`src/hdl/reflection_spectrum_dft_macros.svh`:
```
// assertion macros for the reflection spectrum block
`ifndef REFLECTION_SPECTRUM_DFT_MACROS_SVH
`define REFLECTION_SPECTRUM_DFT_MACROS_SVH
`define RSD_ASSERT_IMP(label, clk, rst, a, b) \
  label: assert property (@(posedge clk) disable iff (rst) (a) |-> (b)) \
    else $error("check failed");
`define RSD_ASSERT_NEXT(label, clk, rst, a, b) \
  label: assert property (@(posedge clk) disable iff (rst) (a) |=> (b)) \
    else $error("check failed");
`endif

```
`src/hdl/rsd_pkg.sv`:
```
// shared types, constants and table function for the reflection spectrum block
package rsd_pkg;
  localparam int unsigned CfgFirst = 0;
  localparam int unsigned CfgDelta = 1;
  localparam int unsigned CfgNum   = 2;

  typedef struct packed {
    logic clear_acc;
    logic mac;
    logic finish_bin;
    logic start_div;
    logic clear_run;
  } rsd_cmd_t;

  typedef struct packed {
    logic mac_done;
    logic div_done;
  } rsd_status_t;

  function automatic logic [63:0] quarter_poly(input logic [63:0] t);
    logic [63:0] t2;
    logic [63:0] p;
    t2 = (t * t) >> 30;
    p = 64'd172272;
    p = 64'd5026995 - ((p * t2) >> 30);
    p = 64'd85569306 - ((p * t2) >> 30);
    p = 64'd693598665 - ((p * t2) >> 30);
    p = 64'd1686629713 - ((p * t2) >> 30);
    return (p * t) >> 30;
  endfunction

  function automatic logic signed [16:0] sin_q15(input logic [31:0] ph);
    logic [1:0]  q;
    logic [63:0] r;
    logic [63:0] t;
    logic [63:0] v;
    q = ph[31:30];
    r = {34'd0, ph[29:0]};
    t = q[0] ? (64'd1073741824 - r) : r;
    v = (quarter_poly(t) + 64'd16384) >> 15;
    if (v > 64'd32767) v = 64'd32767;
    return q[1] ? -$signed({1'b0, v[15:0]}) : $signed({1'b0, v[15:0]});
  endfunction
endpackage

```
`src/hdl/rsd_ctrl.sv`:
```
// controller sequencing load, dft passes, division and result output
module rsd_ctrl (
  input  logic                clk,
  input  logic                rst,
  input  logic                start,
  input  logic                out_taken,
  input  logic                last_bin,
  input  rsd_pkg::rsd_status_t status,
  output rsd_pkg::rsd_cmd_t   cmd,
  output logic                busy,
  output logic                out_valid
);
  import rsd_pkg::*;
  typedef enum logic [5:0] {
    S_LOAD = 6'b000001, S_MAC = 6'b000010, S_BIN = 6'b000100,
    S_DIV = 6'b001000, S_OUT = 6'b010000, S_WAIT = 6'b100000
  } state_t;
  state_t state, state_next;

  always_comb begin
    state_next = state;
    cmd = '0;
    case (state)
      S_LOAD: if (start) begin
        state_next = S_MAC;
        cmd.clear_acc = 1'b1;
      end
      S_MAC: begin
        cmd.mac = 1'b1;
        if (status.mac_done) state_next = S_BIN;
      end
      S_BIN: begin
        cmd.finish_bin = 1'b1;
        cmd.clear_acc = 1'b1;
        state_next = last_bin ? S_DIV : S_MAC;
      end
      S_DIV: begin
        cmd.start_div = 1'b1;
        state_next = S_WAIT;
      end
      S_WAIT: if (status.div_done) state_next = S_OUT;
      S_OUT: if (out_taken) begin
        if (last_bin) begin
          state_next = S_LOAD;
          cmd.clear_run = 1'b1;
        end else begin
          state_next = S_DIV;
        end
      end
      default: state_next = S_LOAD;
    endcase
  end

  always_ff @(posedge clk) begin
    if (rst) state <= S_LOAD;
    else state <= state_next;
  end

  assign busy = (state != S_LOAD);
  assign out_valid = (state == S_OUT);
endmodule

```
`config.mk`:
```
export PLATFORM = sky130hd
export DESIGN_NAME = rsd_ctrl
export DESIGN_NICKNAME = d
export VERILOG_FILES = /design/src/hdl/reflection_spectrum_dft_macros.svh /design/src/hdl/rsd_pkg.sv /design/src/hdl/rsd_ctrl.sv
export SDC_FILE = /design/constraint.sdc
export NUM_CORES = 1
export LEC_CHECK = 0
export BUFFER_PORTS_ARGS = -buffer_cell sky130_fd_sc_hd__buf_2
export CELL_PAD_IN_SITES_DETAIL_PLACEMENT = 0
export CELL_PAD_IN_SITES_GLOBAL_PLACEMENT = 1
export CORE_UTILIZATION = 33
export CTS_CLUSTER_DIAMETER = 200
export CTS_CLUSTER_SIZE = 10
export DETAILED_ROUTE_END_ITERATION = 8
export GPL_ROUTABILITY_DRIVEN = 0
export PLACE_DENSITY_LB_ADDON = 0.2
export SLEW_MARGIN = 0
export SYNTH_ARGS = -nofsm -noshare
export SYNTH_HDL_FRONTEND = slang
export SYNTH_SLANG_ARGS = --single-unit
```
`constraint.sdc`:
```
create_clock -name clk -period 2.5 [get_ports clk]
set_clock_uncertainty 0.2 [all_clocks]
set_input_delay 0 -clock clk [delete_from_list [all_inputs] [get_ports clk]]
set_output_delay 0 -clock clk [all_outputs]
set_load 0.02 [all_outputs]
```
After elaboration in Yosys (flattened, before gate mapping)

Cells that the tools add are included.

Flip-flop bits (word level): 6
Latch bits: 0
Memory bits (writable): 0
Memory bits (read-only): 0
Bits of input ports: 7
Output and inout bits: 7
Word-level logic and storage cells: 28
Memories: 0

Add/subtract/negate cells: 0
$mul: 0
Divide/modulo/power cells: 0
Magnitude comparators: 0
Equality and inequality tests: 11
Shift operators: 0
Multiplexer cells: 15
Bitwise gates (word level): 0
Reduce and logical (&&, ||, !) cells: 1

Operator list:

| operator                                              | count |
|---|---|
| case mux 6 bit (6 select lines)                       | 1 |
| 2-to-1 mux 6 bit                                      | 4 |
| 2-to-1 mux 4 bit                                      | 2 |
| inequality test 2 bit, second input constant          | 4 |
| 2-to-1 mux 1 bit                                      | 7 |
| == test 6 x 1 -> 1 bit, second input constant         | 1 |
| == test 6 x 2 -> 1 bit, second input constant         | 1 |
| == test 6 x 3 -> 1 bit, second input constant         | 1 |
| == test 6 x 4 -> 1 bit, second input constant         | 1 |
| == test 6 x 5 -> 1 bit, second input constant         | 1 |
| == test 6 bit, second input constant                  | 1 |
| inequality test 6 x 1 -> 1 bit, second input constant | 1 |
| AND reduction 4 bit                                   | 1 |
| case mux 1 bit (2 select lines)                       | 1 |

Depth between registers and ports, before layout

Depth in word-level cells: 3
Mapped depth: 6
Depth with buffers taken out: 5

Worst setup path after synthesis

OpenSTA, ideal clock, no wires.

Kind: reg2reg
From: register state[2]
To: register state[1]
Library setup time: 0.131 ns
Data arrival time: 1.500 ns
Data required time: 2.169 ns
Path slack: 0.669 ns
Stages on the path, launching flop included: 6
Path buffers: 1
Period minus slack after synthesis: 1.831 ns
Path through: dfxtp_1 -> buf_6 -> or4_4 -> or3_4 -> o2111ai_2 -> o22ai_1

Cells in the longest elaborated chain, start to end: 3
Elaborated cells on any way between the ends: 12
Those cells by class: eq/ne: 10; mux: 1; reduce/logical: 1

Ends and longest elaborated chain:

| element                                        | RTL line       | text |
|---|---|---|
| start, declared                                | rsd_ctrl.sv:18 | `state_t state, state_next;` |
| start signal, assigned                         | rsd_ctrl.sv:56 | `else state <= state_next;` |
| == test 6 x 2 -> 1 bit (tied with other cells) | rsd_ctrl.sv:23 | `case (state)` |
| inequality test 2 bit (no source line)         | --             |  |
| AND reduction 4 bit (no source line)           | --             |  |

Several ways; a longest one is shown, not always the timed one.
A chain may end at the register's enable or synchronous reset.

Worst setup path in the final report

From: register state[0]
To: register state[4]

Same word-level chain as after synthesis.

==> results.ini <==
[status]
outcome = completed

[layout]
most-common-layout-cells = buf_2, nor2_1, dfxtp_1
drive_above_1_share_pct = 32.4
largest-register = state
reg_top3 = state (6)
fin_nets = 80
largest_reg_flops = 6
final_common_cell = buf_2
area_growth_pct = 31.2
antenna_cells = 0

[synthesis]
synth_area_per_cell_um2 = 8.17
ys_warn_count = 0
yosysSeqAreaShare_pct = 27.7
syn-num-nets = 60
yosysUniqueCellTypes = 30
synth_top_area_share_pct = 27.7
synth_area_leaders = dfxtp_1, nor2_1, a21oi_1, nor3_1, nand2b_1
synth_largest_area_cell = dfxtp_1
syn_area_um2 = 433
syn_inst = 53
ys_ff_latch = 6

[critical_path]
critPathArrivalTime_ps = 2100
r2r_cells = 5
required_ps = 2490
rrSetupSlack_ps = 390
r2r-end = state[4]
path_class = reg -> reg
critPathCaptureType = flop
timing.rr.start = state[0]
crit_fanout = 11
worst_setup_path_start_kind = flop

[grt]
grt-ovfl-total = 0
grt_max_degree = 12
grtUsageTotal_pct = 19.3
grt_pass1_vias = 425
grt_antenna_before_repair = 0
grt_pass1_wl_mm = 1.85

[sta]
slew_headroom_pct = 76.1
drv_slew = 0
worst_pin_slew_ps = 358
rsz0062_at_grt = false
final_hold_viol_count = 0
setup_tns_ps = 0
finalCritPeriodShare_pct = 84.4
setup_viol = 0
worst_slack_ps = 390
max_freq_mhz = 474
post-route-min-period_ps = 2110

[route]
routed.top_layer = met4
antenna_left = 0
wirelength_mm = 1.10
wl_met3_um = 82
viasPerCell = 5.61
drt_first_iter_violations = 19
wl_met2_um = 522
post-route-drc-count = 0
dr.pass1.iters = 4
routedWlPerCell_um = 12.9
drt-met1-wl_um = 485
vias = 477

[clock_tree]
numCtsBuffers = 3
h-tree-depth = 1
clk_latency_ps = 250
cts_tree = yes
clk_pin_slew_worst_paths_ps = 50
clkSinkCount = 6
cts_root_buf = clkbuf_4
cts_buffer_depth = 2

[power]
finalPower_uw = 380
intPower_uw = 237
p_leak_nw = 0.260
comb_power_share_pct = 40.8
clkPwrFrac_pct = 24.2
p_per_area_mw_per_mm2 = 670
vdd.ir_drop.worst_uv = 329
sw_frac_of_total_pct = 37.7
seqPwrFrac_pct = 35.1
p_switching_uw = 144

[worst_hold_path]
whs_endpoint = state[1]
whs_path_depth = 3
hp-start = out_taken
hold_path.class = in -> reg

[place]
post-dp-hpwl_um = 791
pre_cts_ws_ps = 546
port_buffers = 13

[floorplan]
rows = 12
io_pins = 14
die_h_um = 38.2
start_util_pct = 37.4
core_region_area_mm2 = 0.00116
die-area_mm2 = 0.00146
fp.dieW_um = 38.2

[run]
max-cap-violations = 0

-- cell type report --
type                    instances  area (um2)
multi-input cells              41         282
flip-flops and latches          6         120
well taps                      14        17.5
repair buffers                 18         115
inverters                       3        11.3
clock buffers                   3        22.5
fillers                       119         588
-- power groups by stage --
stage	combinational, mW	clock (mW)	sequential [mW]
after CTS	0.154	0.0943	0.132
after floorplan	0.133	0	0.117
final	0.155	0.0920	0.133
after global routing	0.165	0.103	0.138
after detailed placement	0.149	0	0.134
after global placement	0.151	0	0.135
-- critical path, cell delays in order, from the launching register on --
cell and delay [ps]:
dfxtp_1 410, or4_4 580, nor2_1 120, nand2_1 60
a21oi_1 120, dlygate4sd3_1 550
-- kinds of logic after synthesis --
logic type / after synthesis / synth area share [%]
DFF: 6 / 27.7
muxes: 2 / 4.91
buffers and inverters: 6 / 7.22
AOI/OAI and AO/OA: 10 / 17.6
and+or+nand+nor: 29 / 42.5
-- through the flow --
stage                     utilization [%]  area (um2)  cells  hold slack, ps
final                                49.1         568     85            25.3
after global routing                 49.1         568     85            27.6
after CTS                            49.1         568     85            16.6
after detailed placement             42.9         495     77            58.2
after global placement               42.9         495     77            56.1
after floorplan                         -         433     53            -131
-- cells in the mapped netlist --
cell and count:
buf_6 1, nor4_1 1, nor2b_1 1, buf_2 1, o22ai_1 1, or3_4 1
nor2_1 6, and3_1 2, mux2i_1 1, a211oi_1 1, nand2b_1 3, a21oi_1 4
nor3b_1 1, o31ai_1 1, or3_1 1, o2111ai_2 1, mux2_2 1, inv_1 3
nor4b_1 1, or4_4 1, a41o_1 1, nor3_1 4, a211o_2 1, nand4b_1 1
dfxtp_1 6, nand2_1 1, nand3_1 3, or4b_2 1, clkbuf_1 1, nor4b_2 1
-- repair_timing --
action | in CTS | in global routing
buffers inserted | 0 | 0
hold buffers | 5 | 0
endpoints found under the hold margin | 6 | 0
setup endpoints to repair | 0 | 0
gates resized for setup | 0 | 0
-- per-layer routing --
| metal | vias to the layer above | GRT usage [%] |
|---|---|---|
| met3 | 2 | 10.5 |
| met1 | 221 | 23.4 |
| met2 | 18 | 28.0 |
| met4 | 0 | 8.04 |
| li1 | 236 | - |
| met5 | - | 0 |
-- worst max-delay path by stage --
stage | start | endpoint | slack [ps]
CTS | state[0] | state[4] | 400
detailed placement | state[0] | state[1] | 550
finish | state[0] | state[4] | 390
global route | state[0] | state[4] | 270
global placement | state[0] | state[1] | 550
floorplan | state[2] | state[1] | 670
Power figures use the tool's default switching activity.
